===== src/hw/rtl/hgl_pkg.sv =====
`timescale 1ns / 1ps

package hgl_pkg;

    // Record kinds on the result channel
    localparam logic [1:0] KIND_START = 2'd0;
    localparam logic [1:0] KIND_MOVE  = 2'd1;
    localparam logic [1:0] KIND_DRAW  = 2'd2;
    localparam logic [1:0] KIND_END   = 2'd3;

    // Coordinate bias of the font encoding ('R')
    localparam logic [8:0] COORD_BIAS = 9'd82;

    // Empty glyph
    localparam logic [6:0] EMPTY_CHAR  = 7'd32;
    localparam logic [7:0] EMPTY_WIDTH = 8'd16;

    // Command queue between front and back
    localparam int QUEUE_DEPTH = 2;
    localparam int QUEUE_AW    = $clog2(QUEUE_DEPTH);
    localparam int QUEUE_CW    = $clog2(QUEUE_DEPTH + 1);

    // One command: raw bytes, the back end does the arithmetic.
    // start: byte_a = right bound, byte_b = left bound
    // move/draw: byte_a = x byte, byte_b = y byte
    // end: steps = step count
    typedef struct packed {
        logic [1:0] kind;
        logic [6:0] char_code;
        logic [7:0] byte_a;
        logic [7:0] byte_b;
        logic [7:0] steps;
    } t_cmd;

endpackage


===== src/hw/rtl/hgl_front.sv =====
`timescale 1ns / 1ps

module hgl_front (
    input  logic          i_clk,
    input  logic          i_rst_n,
    input  logic          i_valid,
    output logic          o_ready,
    input  logic [7:0]    i_line_byte,
    output logic          o_cmd_valid,
    input  logic          i_cmd_ready,
    output hgl_pkg::t_cmd o_cmd
);

    localparam logic [1:0] MODE_HEADER = 2'd0;
    localparam logic [1:0] MODE_BODY   = 2'd1;
    localparam logic [1:0] MODE_DROP   = 2'd2;
    localparam logic [1:0] MODE_EMPTY  = 2'd3;

    localparam logic [3:0] COL_CODE_LAST  = 4'd4;
    localparam logic [3:0] COL_COUNT_LAST = 4'd7;
    localparam logic [3:0] COL_LEFT       = 4'd8;

    typedef struct packed {
        logic [16:0] acc;
        logic        stopped;
        logic        started;
        logic        neg;
        logic        digit;
    } t_num;

    typedef struct packed {
        logic       ok;
        logic [6:0] ch;
    } t_map;

    function automatic logic is_blank(input logic [7:0] b);
        is_blank = (b == 8'd32) || (b == 8'd9) || (b == 8'd11) || (b == 8'd12);
    endfunction

    // one step of a decimal field: blanks, optional sign, digits
    function automatic t_num num_step(input t_num s, input logic [7:0] b);
        t_num r;
        r = s;
        if (!s.stopped) begin
            if (b inside {[8'h30:8'h39]}) begin
                r.acc     = 17'(s.acc * 17'd10 + 17'(b - 8'h30));
                r.started = 1'b1;
                r.digit   = 1'b1;
            end else if (!s.started && is_blank(b)) begin
                r = s;
            end else if (!s.started && (b == 8'h2B || b == 8'h2D)) begin
                r.started = 1'b1;
                r.neg     = (b == 8'h2D);
            end else begin
                r.stopped = 1'b1;
            end
        end
        num_step = r;
    endfunction

    function automatic t_map map_code(input logic [16:0] c);
        t_map m;
        m.ok = 1'b1;
        m.ch = '0;
        if (c >= 17'd501 && c <= 17'd526) begin
            m.ch = 7'(c - 17'd501) + 7'h41;
        end else if (c >= 17'd601 && c <= 17'd626) begin
            m.ch = 7'(c - 17'd601) + 7'h61;
        end else if (c >= 17'd700 && c <= 17'd709) begin
            m.ch = 7'(c - 17'd700) + 7'h30;
        end else begin
            case (c)
                17'd710: m.ch = 7'h2E;
                17'd711: m.ch = 7'h2C;
                17'd712: m.ch = 7'h3A;
                17'd713: m.ch = 7'h3B;
                17'd699: m.ch = 7'h21;
                17'd715: m.ch = 7'h3F;
                default: m.ok = 1'b0;
            endcase
        end
        map_code = m;
    endfunction

    logic [3:0]  r_column,  n_column;
    logic [1:0]  r_mode,    n_mode;
    t_num        r_code,    n_code;
    logic [9:0]  r_count,   n_count;
    logic        r_cnt_stopped, n_cnt_stopped;
    logic        r_cnt_started, n_cnt_started;
    logic        r_cnt_neg, n_cnt_neg;
    logic [6:0]  r_glyph,   n_glyph;
    logic [7:0]  r_left,    n_left;
    logic        r_pen_up,  n_pen_up;
    logic        r_half,    n_half;
    logic [7:0]  r_first,   n_first;
    logic [7:0]  r_steps,   n_steps;

    logic        accept;
    logic        term;
    logic        do_clear;
    t_num        code_nx;
    t_num        cnt_cur;
    t_num        cnt_nx;
    t_map        mapped;

    assign o_ready = i_cmd_ready;
    assign accept  = i_valid && i_cmd_ready;
    assign term    = (i_line_byte == 8'd10) || (i_line_byte == 8'd13) ||
                     (i_line_byte == 8'd0);

    always_comb begin
        cnt_cur = '{acc: {7'd0, r_count}, stopped: r_cnt_stopped,
                    started: r_cnt_started, neg: r_cnt_neg, digit: 1'b0};
        code_nx = num_step(r_code, i_line_byte);
        cnt_nx  = num_step(cnt_cur, i_line_byte);
        mapped  = map_code(code_nx.acc);
    end

    always_comb begin
        n_column      = r_column;
        n_mode        = r_mode;
        n_code        = r_code;
        n_count       = r_count;
        n_cnt_stopped = r_cnt_stopped;
        n_cnt_started = r_cnt_started;
        n_cnt_neg     = r_cnt_neg;
        n_glyph       = r_glyph;
        n_left        = r_left;
        n_pen_up      = r_pen_up;
        n_half        = r_half;
        n_first       = r_first;
        n_steps       = r_steps;
        do_clear      = 1'b0;
        o_cmd_valid   = 1'b0;
        o_cmd         = '0;
        o_cmd.char_code = r_glyph;

        case (r_mode)
            MODE_HEADER: begin
                if (term) begin
                    do_clear = 1'b1;
                end else if (r_column <= COL_CODE_LAST) begin
                    n_code   = code_nx;
                    n_column = r_column + 4'd1;
                    if (r_column == COL_CODE_LAST) begin
                        if (code_nx.digit && !code_nx.neg && mapped.ok) begin
                            n_glyph = mapped.ch;
                        end else begin
                            n_mode = MODE_DROP;
                        end
                    end
                end else if (r_column <= COL_COUNT_LAST) begin
                    n_count       = cnt_nx.acc[9:0];
                    n_cnt_stopped = cnt_nx.stopped;
                    n_cnt_started = cnt_nx.started;
                    n_cnt_neg     = cnt_nx.neg;
                    n_column      = r_column + 4'd1;
                    if (r_column == COL_COUNT_LAST &&
                        (cnt_nx.neg || cnt_nx.acc[9:0] <= 10'd1)) begin
                        // too few vertices: space glyph
                        n_glyph         = hgl_pkg::EMPTY_CHAR;
                        n_mode          = MODE_EMPTY;
                        o_cmd_valid     = 1'b1;
                        o_cmd.kind      = hgl_pkg::KIND_START;
                        o_cmd.char_code = hgl_pkg::EMPTY_CHAR;
                        o_cmd.byte_a    = hgl_pkg::EMPTY_WIDTH;
                        o_cmd.byte_b    = 8'd0;
                    end
                end else if (r_column == COL_LEFT) begin
                    n_left   = i_line_byte;
                    n_column = r_column + 4'd1;
                end else begin
                    n_mode       = MODE_BODY;
                    n_pen_up     = 1'b1;
                    n_half       = 1'b0;
                    n_steps      = 8'd0;
                    o_cmd_valid  = 1'b1;
                    o_cmd.kind   = hgl_pkg::KIND_START;
                    o_cmd.byte_a = i_line_byte;
                    o_cmd.byte_b = r_left;
                end
            end
            MODE_BODY: begin
                if (term) begin
                    o_cmd_valid = 1'b1;
                    o_cmd.kind  = hgl_pkg::KIND_END;
                    o_cmd.steps = r_steps;
                    do_clear    = 1'b1;
                end else if (!r_half) begin
                    n_first = i_line_byte;
                    n_half  = 1'b1;
                end else begin
                    n_half = 1'b0;
                    if (r_first == 8'h20 && i_line_byte == 8'h52) begin
                        n_pen_up = 1'b1;    // " R" lifts the pen
                    end else begin
                        o_cmd_valid  = 1'b1;
                        o_cmd.kind   = r_pen_up ? hgl_pkg::KIND_MOVE
                                                : hgl_pkg::KIND_DRAW;
                        o_cmd.byte_a = r_first;
                        o_cmd.byte_b = i_line_byte;
                        n_pen_up     = 1'b0;
                        if (r_steps != 8'hFF) begin
                            n_steps = r_steps + 8'd1;
                        end
                    end
                end
            end
            MODE_EMPTY: begin
                if (term) begin
                    o_cmd_valid     = 1'b1;
                    o_cmd.kind      = hgl_pkg::KIND_END;
                    o_cmd.char_code = hgl_pkg::EMPTY_CHAR;
                    o_cmd.steps     = 8'd0;
                    do_clear        = 1'b1;
                end
            end
            default: begin
                if (term) begin
                    do_clear = 1'b1;
                end
            end
        endcase

        if (do_clear) begin
            n_column      = '0;
            n_mode        = MODE_HEADER;
            n_code        = '0;
            n_count       = '0;
            n_cnt_stopped = 1'b0;
            n_cnt_started = 1'b0;
            n_cnt_neg     = 1'b0;
            n_glyph       = '0;
            n_left        = '0;
            n_pen_up      = 1'b1;
            n_half        = 1'b0;
            n_first       = '0;
            n_steps       = '0;
        end

        // only push on an accepted beat
        o_cmd_valid = o_cmd_valid && accept;
    end

    always_ff @(posedge i_clk) begin
        if (!i_rst_n) begin
            r_column      <= '0;
            r_mode        <= MODE_HEADER;
            r_code        <= '0;
            r_count       <= '0;
            r_cnt_stopped <= 1'b0;
            r_cnt_started <= 1'b0;
            r_cnt_neg     <= 1'b0;
            r_glyph       <= '0;
            r_left        <= '0;
            r_pen_up      <= 1'b1;
            r_half        <= 1'b0;
            r_first       <= '0;
            r_steps       <= '0;
        end else if (accept) begin
            r_column      <= n_column;
            r_mode        <= n_mode;
            r_code        <= n_code;
            r_count       <= n_count;
            r_cnt_stopped <= n_cnt_stopped;
            r_cnt_started <= n_cnt_started;
            r_cnt_neg     <= n_cnt_neg;
            r_glyph       <= n_glyph;
            r_left        <= n_left;
            r_pen_up      <= n_pen_up;
            r_half        <= n_half;
            r_first       <= n_first;
            r_steps       <= n_steps;
        end
    end

endmodule


===== src/hw/rtl/hgl_queue.sv =====
`timescale 1ns / 1ps

module hgl_queue (
    input  logic          i_clk,
    input  logic          i_rst_n,
    input  logic          i_push,
    input  hgl_pkg::t_cmd i_cmd,
    output logic          o_ready,
    output logic          o_valid,
    input  logic          i_pop,
    output hgl_pkg::t_cmd o_cmd
);

    hgl_pkg::t_cmd r_mem [hgl_pkg::QUEUE_DEPTH];

    logic [hgl_pkg::QUEUE_AW-1:0] r_wr_ptr, n_wr_ptr;
    logic [hgl_pkg::QUEUE_AW-1:0] r_rd_ptr, n_rd_ptr;
    logic [hgl_pkg::QUEUE_CW-1:0] r_count,  n_count;

    logic do_push;
    logic do_pop;

    assign o_ready = (r_count != hgl_pkg::QUEUE_CW'(hgl_pkg::QUEUE_DEPTH));
    assign o_valid = (r_count != '0);
    assign o_cmd   = r_mem[r_rd_ptr];
    assign do_push = i_push && o_ready;
    assign do_pop  = i_pop && o_valid;

    always_comb begin
        n_wr_ptr = r_wr_ptr;
        n_rd_ptr = r_rd_ptr;
        n_count  = r_count;
        if (do_push) begin
            n_wr_ptr = (r_wr_ptr == hgl_pkg::QUEUE_AW'(hgl_pkg::QUEUE_DEPTH - 1))
                       ? '0 : r_wr_ptr + 1'b1;
        end
        if (do_pop) begin
            n_rd_ptr = (r_rd_ptr == hgl_pkg::QUEUE_AW'(hgl_pkg::QUEUE_DEPTH - 1))
                       ? '0 : r_rd_ptr + 1'b1;
        end
        if (do_push && !do_pop) begin
            n_count = r_count + 1'b1;
        end else if (do_pop && !do_push) begin
            n_count = r_count - 1'b1;
        end
    end

    always_ff @(posedge i_clk) begin
        if (do_push) begin
            r_mem[r_wr_ptr] <= i_cmd;
        end
    end

    always_ff @(posedge i_clk) begin
        if (!i_rst_n) begin
            r_wr_ptr <= '0;
            r_rd_ptr <= '0;
            r_count  <= '0;
        end else begin
            r_wr_ptr <= n_wr_ptr;
            r_rd_ptr <= n_rd_ptr;
            r_count  <= n_count;
        end
    end

endmodule


===== src/hw/rtl/hgl_back.sv =====
`timescale 1ns / 1ps

module hgl_back (
    input  logic          i_clk,
    input  logic          i_rst_n,
    input  logic          i_cmd_valid,
    input  hgl_pkg::t_cmd i_cmd,
    output logic          o_cmd_pop,
    output logic          o_valid,
    input  logic          i_ready,
    output logic [1:0]    o_record_kind,
    output logic [6:0]    o_char_code,
    output logic [8:0]    o_glyph_width,
    output logic [8:0]    o_coord_x,
    output logic [8:0]    o_coord_y,
    output logic [7:0]    o_step_total,
    output logic          o_last
);

    logic       r_valid;
    logic [1:0] r_kind;
    logic [6:0] r_char;
    logic [8:0] r_width, n_width;
    logic [8:0] r_x,     n_x;
    logic [8:0] r_y,     n_y;
    logic [7:0] r_steps, n_steps;
    logic       r_last,  n_last;

    assign o_cmd_pop = i_cmd_valid && (!r_valid || i_ready);

    always_comb begin
        n_width = '0;
        n_x     = '0;
        n_y     = '0;
        n_steps = '0;
        n_last  = 1'b0;
        case (i_cmd.kind)
            hgl_pkg::KIND_START: begin
                n_width = {1'b0, i_cmd.byte_a} - {1'b0, i_cmd.byte_b};
            end
            hgl_pkg::KIND_MOVE, hgl_pkg::KIND_DRAW: begin
                n_x = {1'b0, i_cmd.byte_a} - hgl_pkg::COORD_BIAS;
                n_y = hgl_pkg::COORD_BIAS - {1'b0, i_cmd.byte_b};
            end
            hgl_pkg::KIND_END: begin
                n_steps = i_cmd.steps;
                n_last  = 1'b1;
            end
            default: begin
                n_last = 1'b0;
            end
        endcase
    end

    always_ff @(posedge i_clk) begin
        if (!i_rst_n) begin
            r_valid <= 1'b0;
        end else if (o_cmd_pop) begin
            r_valid <= 1'b1;
        end else if (i_ready) begin
            r_valid <= 1'b0;
        end
    end

    always_ff @(posedge i_clk) begin
        if (o_cmd_pop) begin
            r_kind  <= i_cmd.kind;
            r_char  <= i_cmd.char_code;
            r_width <= n_width;
            r_x     <= n_x;
            r_y     <= n_y;
            r_steps <= n_steps;
            r_last  <= n_last;
        end
    end

    assign o_valid       = r_valid;
    assign o_record_kind = r_kind;
    assign o_char_code   = r_char;
    assign o_glyph_width = r_width;
    assign o_coord_x     = r_x;
    assign o_coord_y     = r_y;
    assign o_step_total  = r_steps;
    assign o_last        = r_last;

endmodule


===== src/hw/rtl/hershey_glyph_line_parser.sv =====
// Path: a byte that yields a record is written into the command queue, then into the
//   output register. Throughput: one byte per cycle while the queue has room; the
//   front end updates its parse state on each accepted byte, and the back end drains
//   one record per cycle while i_ready is high or its output register is empty.
// Reset: i_rst_n is synchronous, active low; it clears the line parser to header
//   mode, empties the command queue and drops any pending output record.
`timescale 1ns / 1ps

module hershey_glyph_line_parser (
    input  logic             i_clk,
    input  logic             i_rst_n,
    // byte stream in
    input  logic             i_valid,
    output logic             o_ready,
    input  logic [7:0]       i_line_byte,
    // record stream out
    output logic             o_valid,
    input  logic             i_ready,
    output logic [1:0]       o_record_kind,
    output logic [6:0]       o_char_code,
    output logic signed [8:0] o_glyph_width,
    output logic signed [8:0] o_coord_x,
    output logic signed [8:0] o_coord_y,
    output logic [7:0]       o_step_total,
    output logic             o_last
);

    // Front end: tracks column and line mode, parses the glyph code and
    // vertex count, and turns each byte beat into zero or one command.
    // Back end: formats a command into a record (bound difference, coordinate
    // bias) and holds it in the output register until taken.
    // The two-entry queue between them lets the front keep taking bytes while
    // a record waits downstream.

    logic          cmd_push;
    hgl_pkg::t_cmd cmd_in;
    logic          q_ready;
    logic          q_valid;
    logic          q_pop;
    hgl_pkg::t_cmd q_cmd;
    logic [8:0]    width_u;
    logic [8:0]    x_u;
    logic [8:0]    y_u;

    hgl_front u_front (
        .i_clk       (i_clk),
        .i_rst_n     (i_rst_n),
        .i_valid     (i_valid),
        .o_ready     (o_ready),
        .i_line_byte (i_line_byte),
        .o_cmd_valid (cmd_push),
        .i_cmd_ready (q_ready),
        .o_cmd       (cmd_in)
    );

    hgl_queue u_queue (
        .i_clk   (i_clk),
        .i_rst_n (i_rst_n),
        .i_push  (cmd_push),
        .i_cmd   (cmd_in),
        .o_ready (q_ready),
        .o_valid (q_valid),
        .i_pop   (q_pop),
        .o_cmd   (q_cmd)
    );

    hgl_back u_back (
        .i_clk         (i_clk),
        .i_rst_n       (i_rst_n),
        .i_cmd_valid   (q_valid),
        .i_cmd         (q_cmd),
        .o_cmd_pop     (q_pop),
        .o_valid       (o_valid),
        .i_ready       (i_ready),
        .o_record_kind (o_record_kind),
        .o_char_code   (o_char_code),
        .o_glyph_width (width_u),
        .o_coord_x     (x_u),
        .o_coord_y     (y_u),
        .o_step_total  (o_step_total),
        .o_last        (o_last)
    );

    // two's complement fields, carried unsigned through the back end
    assign o_glyph_width = signed'(width_u);
    assign o_coord_x     = signed'(x_u);
    assign o_coord_y     = signed'(y_u);

endmodule

===== config.mk =====
export PLATFORM = sky130hd
export DESIGN_NAME = hershey_glyph_line_parser
export DESIGN_NICKNAME = d
export VERILOG_FILES = /design/src/hw/rtl/hgl_pkg.sv /design/src/hw/rtl/hgl_front.sv /design/src/hw/rtl/hgl_queue.sv /design/src/hw/rtl/hgl_back.sv /design/src/hw/rtl/hershey_glyph_line_parser.sv
export SDC_FILE = /design/constraint.sdc
export NUM_CORES = 1
export LEC_CHECK = 0
export ABC_AREA = 0
export BUFFER_PORTS_ARGS = -buffer_cell sky130_fd_sc_hd__buf_2
export CORE_MARGIN = 3
export CORE_UTILIZATION = 35
export CTS_CLUSTER_DIAMETER = 80
export DETAILED_ROUTE_END_ITERATION = 10
export SYNTH_ARGS = -nofsm -noshare
export SYNTH_HDL_FRONTEND = slang
export SYNTH_HIERARCHICAL = 1
export SYNTH_SLANG_ARGS = --single-unit

===== constraint.sdc =====
create_clock -name i_clk -period 12.5 [get_ports i_clk]
set_input_delay 2.5 -clock i_clk [delete_from_list [all_inputs] [get_ports i_clk]]
set_output_delay 2.5 -clock i_clk [all_outputs]
set_load 0.02 [all_outputs]

After elaboration in Yosys (flattened, before gate mapping) --
Memories as Yosys holds them, arrays and structs flattened. A register that Yosys moved wholly into a read port is not among the register bits. Cells that the tools add are included.
Cells by class: add/subtract/negate cells 18, reductions and logical operators 64, bitwise gates (word level) 0, eq/ne operators 47, multiplexer cells 150, divide/modulo/power cells 0, multipliers 2, shift-type cells 0, $lt $le $gt $ge 11
Operators with widths (number):
- 8-bit 2-to-1 mux | 21
- 21-bit 2-to-1 mux | 5
- 17-bit by 10-bit == test with 1-bit output, second input constant | 6
- 7-bit 2-to-1 mux | 12
- 16-bit 2-to-1 mux | 5
- 1-bit 2-to-1 mux | 62
- 10-bit 2-to-1 mux | 6
- 17-bit by 10-bit <= comparator with 1-bit output, second input constant | 3
- 25-bit 2-to-1 mux | 2
- 8-bit by 4-bit == test with 1-bit output, second input constant | 5
- 6-bit case mux with 6 select lines | 1
- 17-bit by 10-bit greater-or-equal comparator with 1-bit output, second input constant | 2
- 2-bit 2-to-1 mux | 17
- 8-bit by 6-bit == test with 1-bit output, second input constant | 4
- 16-bit case mux with 2 select lines | 1
- 7-bit AND reduction | 4
- 4-bit 2-to-1 mux | 6
- 3-bit inequality test, second input constant | 8
- 23-bit 2-to-1 mux | 1
- 1-bit logical AND | 19
- 17-bit adder | 1
- 17-bit by 9-bit greater-or-equal comparator with 1-bit output, second input constant | 1
- 17-bit by 3-bit multiplier with 16-bit output, second input constant | 1
- 17-bit 2-to-1 mux | 1
- other kinds (52) | 98
Word-level totals: memories kept 1, output and inout bits 47, ROM bits 0, bits in writable memories 66, latch bits 0, logic and storage cells 321, flip-flop bits (word level) 123, bits of input ports 12
Memory list:
- u_queue.r_mem | depth 2, bits a word 33, rd ports 1, clocked after Yosys merged registers in 1, wr ports 1, RTL line hgl_queue.sv:14 | hgl_pkg::t_cmd r_mem [hgl_pkg::QUEUE_DEPTH];

Longest topological paths before layout --
Gate-level depths: netlist of the first run.
word-level depth 22, depth in mapped cells 24

Hierarchy --
Netlist of the first run, hierarchy kept.
By module, submodules not included:
- hgl_front | times used 1, area an instance 6960.4 um^2, cells each 896
- hgl_queue | times used 1, area an instance 2616.3 um^2, cells each 127
- hgl_back | times used 1, area an instance 2179.6 um^2, cells each 171

Least setup slack after synthesis of the first run --
OpenSTA, ideal clock, no wires.
path kind in2reg, start point in i_line_byte[4], end point mem u_queue/r_mem[1][0] (netlist bit) (enable), slack 5.625 ns, required time 12.107 ns, setup time 0.393 ns, arrival time 6.482 ns, path buffers 0, stages 13, cell sequence ha_1 -> nor3_1 -> ha_1 -> a211o_1 -> nand2_1 -> nand4_1 -> nor4_1 -> o211ai_1 -> a21boi_1 -> o21a_1 -> o21bai_1 -> a311oi_1 -> and3_1
On the way: longest elaborated chain between the ends 19, elaborated cells between the ends (all ways) 45
Ends and longest elaborated chain:
- start: declaration | RTL line hershey_glyph_line_parser.sv:15 | input logic [7:0] i_line_byte,
- branches (longest 14 deep; another with 10-bit adder)
- 1-bit case mux with 3 select lines (*) | RTL line hgl_front.sv:139 | case (r_mode)
- 1-bit logical AND (*) | RTL line hgl_front.sv:243 | o_cmd_valid = o_cmd_valid && accept;
- net cmd_push | RTL line hershey_glyph_line_parser.sv:35 | logic cmd_push;
- 1-bit logical AND (*) | RTL line hgl_queue.sv:26 | assign do_push = i_push && o_ready;
- 1-bit 2-to-1 mux (*) | RTL line hgl_queue.sv:49 | if (do_push) begin
- 1-bit 2-to-1 mux (implied by the code) (*) | RTL line hgl_queue.sv:50 | r_mem[r_wr_ptr] <= i_cmd;
- end: declaration | RTL line hgl_queue.sv:14
Mark *: on every way through the listed nets, which the timed path passes. The select of a mux whose other input is x is not followed.

Worst setup path in the final report of the first run --
start point in i_line_byte[1], end point reg u_queue/r_count[1] (netlist bit)
On the way: longest elaborated chain between the ends 20, elaborated cells between the ends (all ways) 48
Ends and longest elaborated chain:
- branches (longest 14 deep; another with 10-bit adder)
- 1-bit case mux with 3 select lines (*) | RTL line hgl_front.sv:139
- 1-bit logical AND (*) | RTL line hgl_front.sv:243
- net cmd_push | RTL line hershey_glyph_line_parser.sv:35
- 1-bit logical AND (*) | RTL line hgl_queue.sv:26
- net u_queue.do_push | RTL line hgl_queue.sv:20 | logic do_push;
- 1-bit logical NOT | RTL line hgl_queue.sv:43 | end else if (do_pop && !do_push) begin
- 1-bit logical AND | RTL line hgl_queue.sv:43
- 2-bit nonzero test (no line)
- end signal: assignment | RTL line hgl_queue.sv:62 | r_count <= n_count;
- end: declaration | RTL line hgl_queue.sv:18 | logic [hgl_pkg::QUEUE_CW-1:0] r_count, n_count;
Marked as above. A chain may end at the register's enable or synchronous reset.

==> results of run 1 <==
[critical path, cell delays in order]
cell and delay, ns:
buf_2 0.21, ha_1 0.27, fa_1 0.40, a21o_1 0.18, a2111oi_0 0.55, o41ai_1 0.20, and2_1 0.18, mux2i_1 0.20
o211ai_1 0.19, a21boi_1 0.37, o21a_1 0.16, o21bai_1 0.08, a311oi_1 0.45, and2_1 0.21, ha_1 0.26, or3_1 0.36
a21boi_1 0.14
[area by class of cell]
| type | instances | area share |
|---|---|---|
| flip-flops and latches | 190 | 0.375 |
| inverters | 51 | 0.0146 |
| well taps | 442 | 0.0422 |
| clock buffers | 17 | 0.0325 |
| multi-input cells | 907 | 0.493 |
| clock inverters | 15 | 0.0163 |
| repair buffers | 66 | 0.0267 |
| diodes | 1 | 0.000191 |
[synth_stat cells (4+ instances only)]
cell and number:
xnor2_1 34, o2bb2ai_1 6, a21boi_1 4, o2111ai_1 4, a21o_1 19, nand3_1 31
nor4_1 13, and3_1 17, o21ai_1 13, buf_2 13, or3_1 15, nand4_1 15
xor2_1 13, a21oi_1 76, nor2_1 113, and2_1 26, mux2i_1 11, o211ai_1 13
o21bai_1 4, clkbuf_1 30, o21a_1 18, a211oi_1 9, a22o_1 18, o31a_1 6
o31ai_1 7, a211o_1 4, ha_1 91, nor3_1 29, a31oi_1 12, nor2b_1 13
nand2_1 72, a22oi_1 25, dfxtp_1 79, mux2_2 34, fa_1 5, inv_1 48
a21boi_0 5, edfxtp_1 111, nand2b_1 12, o21ai_0 43
[registers in the layout, indices dropped and copies added, names as in the netlist, 2 cells and up, named ones only]
name,flops
u_front/r_steps,8
u_back/o_char_code,7
u_front/r_left,8
u_front/r_mode,2
u_queue/r_count,2
u_queue/r_mem,66
u_front/r_first,8
u_front/r_code,21
u_front/r_column,4
u_back/o_step_total,8
u_back/o_coord_y,9
u_back/o_record_kind,2
u_front/r_glyph,7
u_front/r_count,10
u_back/o_glyph_width,9
u_back/o_coord_x,9
[power by group]
group	internal (mW)	switching (mW)
combinational	0.0264	0.0565
clock	0.280	0.291
sequential	0.655	0.00205
[how the worst max path moves through the flow]
stage | from | end | slack (ns) | cells past startpoint
6_report | i_line_byte[1] | u_queue/r_count[1] | 5.98 | 17
4_1_cts | i_line_byte[1] | u_queue/r_mem[0][24] | 6.02 | 16
2_1_floorplan | i_line_byte[4] | u_queue/r_mem[1][0] | 5.62 | 13
3_5_place_dp | i_line_byte[1] | u_queue/r_mem[0][26] | 5.57 | 16
3_3_place_gp | i_line_byte[1] | u_queue/r_mem[0][27] | 5.67 | 16
5_1_grt | i_line_byte[4] | u_front/r_glyph[2] | 5.57 | 16
[kinds of logic (layout without fill, tap and decap cells)]
family | count (synthesis) | count (layout) | share of synthesized area
AO/OA/AOI/OAI | 329 | 329 | 0.197
XOR/XNOR | 47 | 47 | 0.0350
adder cells (fa/ha/maj) | 96 | 96 | 0.105
buffers and inverters | 97 | 149 | 0.0333
flip-flops | 190 | 190 | 0.418
multiplexers | 46 | 46 | 0.0432
other | 0 | 1 | 0
AND/OR/NAND/NOR | 389 | 389 | 0.168
[through the flow]
stage	power [mW]	worst slack (ns)	util	hold WS, ns	cells
5_1_grt	1.36	5.57	0.400	0.477	1689
3_5_place_dp	0.754	5.57	0.380	0.440	1656
4_1_cts	1.33	6.02	0.400	0.454	1688
2_1_floorplan	0.731	5.62	-	0.424	1194
3_3_place_gp	0.753	5.67	0.380	0.438	1656
6_report	1.31	5.98	0.400	0.454	1689
[cell usage in the layout, fill, tap and decap left out, types with 17 or more instances in the layout]
| cell | Yosys | layout |
|---|---|---|
| buf_2 | 13 | 58 |
| o21ai_0 | 43 | 43 |
| a22o_1 | 18 | 18 |
| and2_1 | 26 | 26 |
| and3_1 | 17 | 17 |
| a22oi_1 | 25 | 25 |
| nor3_1 | 29 | 29 |
| nand2_1 | 72 | 72 |
| dfxtp_1 | 79 | 79 |
| xnor2_1 | 34 | 34 |
| o21a_1 | 18 | 18 |
| mux2_2 | 34 | 34 |
| a21oi_1 | 76 | 76 |
| nor2_1 | 113 | 113 |
| ha_1 | 91 | 91 |
| inv_1 | 48 | 48 |
| clkbuf_16 | 0 | 17 |
| edfxtp_1 | 111 | 111 |
| a21o_1 | 19 | 19 |
| nand3_1 | 31 | 31 |
[metal layers]
layer / track usage / routed length [um]
met1: 0.216 / 13200
met2: 0.262 / 13000
met3: 0.0261 / 1440
met4: 0.0498 / 563
met5: 0 / 7
==> summary.txt, run 1 <==
STA
  – Relative slew slack: 0.284
  – Final Skew: 0.0149 ns
  – Worst Tran Pin Value: 1.07 ns
  – Slew Limit Fails: 0
  – Peak Freq: 0.153 GHz
  – Fin crit period: 6.52 ns
  – Fin. Hold Viols: 0
  – Final total negative setup slack: 0 ns
  – RSZ-0062 raised after global routing: no
  – Tcrit/Tclk final: 0.522
  – Setup Viol. Count Final: 0

Placement
  – Dpl hpwl: 20900 um
  – DP Area: 12500 um^2
  – Routability cong.: 0.906
  – # port buffers: 58

Power and ir drop
  – Power Density: 100 nW/um^2
  – Maximum vdd ir drop: 0.0000915 V
  – Leakage power: 4.96 nW

CTS
  – CTS resizes: 0
  – CTS Root Cell: clkbuf_16
  – CTS tree: built
  – Hold-fix buffers, CTS: 0
  – CTS sink cnt: 190
  – Clk slew on worst S/H paths: 0.08 ns
  – Post-CTS setup buffer count: 0
  – Worst-Skew Late Latency: 0.44 ns
  – # H-tree levels: 4
  – CTS Buffer Depth: 2
  – Cts bufs inserted: 17

Yosys
  – Top-area cell type share of the netlist area: 0.284
  – Ranking of synthesized cells by area: edfxtp_1 28%, dfxtp_1 13%, ha_1 9.7%
  – Post-synthesis sequential area ratio: 0.418
  – Netlist cell types: 95
  – Mapped Nets: 1302
  – Post-synth ARST share: 0
  – Top cell type by total area after synthesis: edfxtp_1
  – Synth Instances: 1194
  – Post-synth EDFFs: 111
  – Avg Inst Size Synth: 9.85 um^2
  – Cell area after synthesis: 11800 um^2
  – Post-synthesis register bit count: 190
  – Synthesis Warnings: 6
  – Primary FF master, synth: edfxtp_1

Global routing
  – Vias in the first global route: 8929
  – Total track usage: 0.159
  – Pin count of the biggest net entering global routing: 54
  – Total grt overflow: 0
  – Initial antenna violation count: 2
  – First-pass GRT wire length: 46700 um

Drt
  – Post-DRT Antenna Nets: 0
  – Initial detailed-routing violation count: 712
  – Vias per Instance: 5.47
  – # DRC: 0
  – Routed via count: 9236
  – DR pass1 iterations: 6
  – WL per Instance: 16.7 um
  – DRT Wirelength: 28200 um

Finish
  – Register area: 4910 um^2
  – # nets final: 1341
  – Layout cell share with drive strength beyond 1: 0.132
  – Final instance area: 13100 um^2
  – Fill cell count: 3273
  – Area of the multi-input gates: 6460 um^2
  – Synth-to-Final Area Change: 11.5%

Min path
  – Worst hold start: u_front/r_left[3]
  – Hold endpoint: u_front/r_left[3]
  – Hold WC Path Type: flip-flop to flip-flop
  – Hold path cells: 2

Floorplan
  – Chip Height: 189 um
  – Total I/O pin count: 59
  – Die W: 189 um
  – # rows: 66
  – Starting Density: 0.359
  – Die ar.: 35800 um^2
  – Core area: 32800 um^2

Status
  – Run status: completed

Setup path
  – R2R depth: 20
  – CP Max Fanout: 16
  – Reg2reg start: u_front/r_code[5]
  – Setup crit end kind: flip-flop
  – R2R Setup Slk: 6.74 ns
  – Reg-to-reg endpoint: u_front/r_glyph[2]
  – Crit path launch type: primary input
  – CP arrival: 6.90 ns
  – WS Path Type: primary input to flip-flop
  – CP required: 12.88 ns

Run
  – Max-cap violations: 0
No activity file was read; power rests on OpenSTA's default activity.
==> run 2, diff against run 1 <==
--- a/config.mk
+++ b/config.mk
@@ -5,7 +5,7 @@
 export SDC_FILE = /design/constraint.sdc
 export NUM_CORES = 1
 export LEC_CHECK = 0
-export ABC_AREA = 0
+export ABC_AREA = 1
 export BUFFER_PORTS_ARGS = -buffer_cell sky130_fd_sc_hd__buf_2
 export CORE_MARGIN = 3
 export CORE_UTILIZATION = 35
==> constraint.sdc (replaced) <==
create_clock -name i_clk -period 6.6 [get_ports i_clk]
set_input_delay 1.32 -clock i_clk [delete_from_list [all_inputs] [get_ports i_clk]]
set_output_delay 1.32 -clock i_clk [all_outputs]
set_load 0.02 [all_outputs]
==> run 2 against run 1 <==
Effect of this change: global-route usage shrank 0.27 points; final area grew 8.8%; combinational power grew to 5.0 times the previous value; utilization shrank 0.46 points; synthesized cell count grew 39%; total power grew 110%; clock skew shrank 0.0013 ns; largest cell class unchanged.
==> summary.txt, run 2 <==
Drt
  – WL per Instance: 14.0 um (-16%)
  – DR pass1 iterations: 5 (-1)
  – Initial detailed-routing violation count: 632 (-11%)
  – Vias per Instance: 4.94 (-9.7%)
  – # DRC: 0 (unchanged)
  – Post-DRT Antenna Nets: 0 (unchanged)
  – DRT Wirelength: 30400 um (+7.7%)
  – Routed via count: 10800 (+16%)

Global routing
  – Vias in the first global route: 10200 (+14%)
  – Total grt overflow: 0 (unchanged)
  – First-pass GRT wire length: 50500 um (+8.1%)
  – Total track usage: 0.157 (-0.00269)
  – Pin count of the biggest net entering global routing: 47 (-13%)
  – Initial antenna violation count: 1 (-1)

Setup path
  – CP delay by family, top: simple AND/OR/NAND/NOR gates
  – CP Max Fanout: 8 (-8)
  – CP required: 6.94 ns (-5.94 ns)
  – Critical path buffer and inverter count: 2 (+1)
  – WS Path Type: flip-flop to flip-flop
  – Setup crit end kind: flip-flop
  – Most frequent CP cell: nand2_1
  – Crit path launch type: flip-flop
  – Crit-path max cell delay: 0.35 ns (-0.20 ns)
  – CP arrival: 5.49 ns (-1.41 ns)
  – Highest-delay cell along the critical path: ha_1

CTS
  – CTS sink cnt: 190 (unchanged)
  – Cts bufs inserted: 17 (unchanged)
  – Post-CTS setup buffer count: 0 (unchanged)
  – Clk slew on worst S/H paths: 0.08 ns (about the same)
  – Hold-fix buffers, CTS: 0 (unchanged)
  – CTS tree: built
  – CTS Buffer Depth: 2 (unchanged)
  – CTS Root Cell: clkbuf_16
  – CTS resizes: 0 (unchanged)
  – Worst-Skew Late Latency: 0.45 ns (about the same)
  – # H-tree levels: 4 (unchanged)

Yosys
  – Post-synth EDFFs: 111 (unchanged)
  – Top-count cell post-synth: nand2_1
  – Post-synth top cells: 386 x nand2_1, 231 x inv_1, 167 x nor2_1
  – Mapped Nets: 1763 (+35%)
  – Avg Inst Size Synth: 7.84 um^2 (-20%)
  – Post-synthesis register bit count: 190 (unchanged)
  – Synth Instances: 1655 (+39%)
  – Synthesis Warnings: 6 (unchanged)
  – Post-synth ARST share: 0 (unchanged)
  – Netlist cell types: 65 (-32%)
  – Post-synthesis sequential area ratio: 0.379 (-0.0392)
  – Primary FF master, synth: edfxtp_1
  – Top-area cell type share of the netlist area: 0.257 (-0.0266)
  – Cell area after synthesis: 13000 um^2 (+10%)
  – Ranking of synthesized cells by area: edfxtp_1 26%, dfxtp_1 12%, nand2_1 11%
  – Top cell type by total area after synthesis: edfxtp_1

STA
  – Fin. Hold Viols: 0 (unchanged)
  – Worst Tran Pin Value: 0.979 ns (-0.0911 ns)
  – RSZ-0062 raised after global routing: no
  – Fin crit period: 5.15 ns
  – Tcrit/Tclk final: 0.781
  – Relative slew slack: 0.342 (+0.0579)
  – Setup Viol. Count Final: 0 (unchanged)
  – Slew Limit Fails: 0 (unchanged)
  – Final total negative setup slack: 0 ns (unchanged)
  – Final Skew: 0.0136 ns (-0.00126 ns)
  – Peak Freq: 0.194 GHz

Finish
  – Final instance area: 14300 um^2 (+8.8%)
  – Fill cell count: 3707 (+13%)
  – Most frequent cells in the layout: 386 x nand2_1, 231 x inv_1, 165 x nor2_1
  – Top flop regs: u_queue/r_mem x66, u_front/r_code x21, u_front/r_count x10
  – N_diodes: 0 (-1)
  – # nets final: 1813 (+35%)
  – Commonest non-fill, non-tap cell in the layout: nand2_1
  – Largest Register: u_queue/r_mem
  – Layout cell share with drive strength beyond 1: 0.130 (-0.00124)
  – Synth-to-Final Area Change: 9.95%
  – Largest register FFs: 66 (unchanged)

Floorplan
  – Core area: 36100 um^2 (+10%)
  – Starting Density: 0.359 (+0.000843)
  – Die W: 199 um (+4.9%)
  – # rows: 69 (+4.5%)
  – Chip Height: 199 um (+4.9%)
  – Die ar.: 39400 um^2 (+10%)
  – Total I/O pin count: 59 (unchanged)

Power and ir drop
  – Power Density: 189 nW/um^2 (+89%)
  – Leakage power: 6.50 nW (+31%)
  – Maximum vdd ir drop: 0.000177 V (+94%)

Status
  – Run status: completed

Run
  – Max-cap violations: 0 (unchanged)

Placement
  – DP Area: 13700 um^2 (+9.8%)
  – Dpl hpwl: 23200 um (+11%)
  – Routability cong.: 0.892 (-1.6%)
  – # port buffers: 58 (unchanged)

Min path
  – Hold WC Path Type: flip-flop to flip-flop
==> run 2: cell types whose count changed in the layout (fill, tap and decap cells not counted), sizes merged, moves of 15 or more <==
cell	delta
xnor2	-25
or3	-15
a21o	-18
nand3	+75
and3	-17
a22oi	-23
a22o	-18
inv	+189
nand2	+348
o21a	-16
o21ai	+16
a21oi	+39
nor2	+62
and2	-23
==> run 2: layer usage <==
layer  wire length [um]  track usage  vias up
met1              13900        0.198     4942
li1                   -            -     5546
met5                 17            0        -
met2              14700        0.274      220
met3               1100       0.0225       45
met4                767       0.0565        2
==> run 2: metrics by stage <==
| stage | total power [mW] | setup slack [ns] | utilization | instances | hold slack [ns] |
|---|---|---|---|---|---|
| floorplan | 1.60 | 1.36 | - | 1655 | 0.440 |
| global placement | 1.69 | 1.37 | 0.379 | 2147 | 0.448 |
| detailed placement | 1.70 | 1.39 | 0.379 | 2147 | 0.454 |
| CTS | 2.72 | 1.47 | 0.395 | 2179 | 0.466 |
| global route | 2.82 | 0.834 | 0.395 | 2179 | 0.498 |
| finish | 2.69 | 1.45 | 0.395 | 2179 | 0.466 |
==> run 2: worst register-to-register path: cells and delay by family, from the launching register on <==
family,cells,cell delay [ns]
buffers and inverters,2,0.17
AOI/OAI and AO/OA,8,1.34
adders and majority gates,3,0.96
DFF,1,0.34
and+or+nand+nor,23,2.25
==> run 2: cell type report <==
type | instances | area (um^2) | area share
clock inverter | 14 | 148 | 0.0104
clock buffer | 18 | 429 | 0.0301
multi-input combinational | 1188 | 6930 | 0.486
inverter | 243 | 917 | 0.0643
tap | 461 | 577 | 0.0404
sequential | 190 | 4920 | 0.345
timing repair buffer | 65 | 343 | 0.0240
==> run 2: worst paths after layout <==
path,from,endpoint,slack (ns),depth (start not counted)
worst min register to register,u_front/r_first[1],u_front/r_first[1],0.47,2
worst max-delay path,u_front/r_code[7],u_front/r_glyph[2],1.45,36
worst min-delay path,u_front/r_first[1],u_front/r_first[1],0.47,2
worst max register to register,u_front/r_code[7],u_front/r_glyph[2],1.45,36
==> run 2: where the power goes <==
part | internal [mW] | switching [mW]
logic | 0.130 | 0.286
clock network | 0.505 | 0.515
registers | 1.25 | 0.00953
total | 1.88 | 0.810
==> run 2: logic make-up after synthesis <==
group           after synthesis  synth area share
compound gates              232             0.101
buf+inv                     277            0.0879
mux                          35            0.0389
simple gates                794             0.277
xor+xnor                     31            0.0209
flops                       190             0.379
fa+ha+maj                    96            0.0955
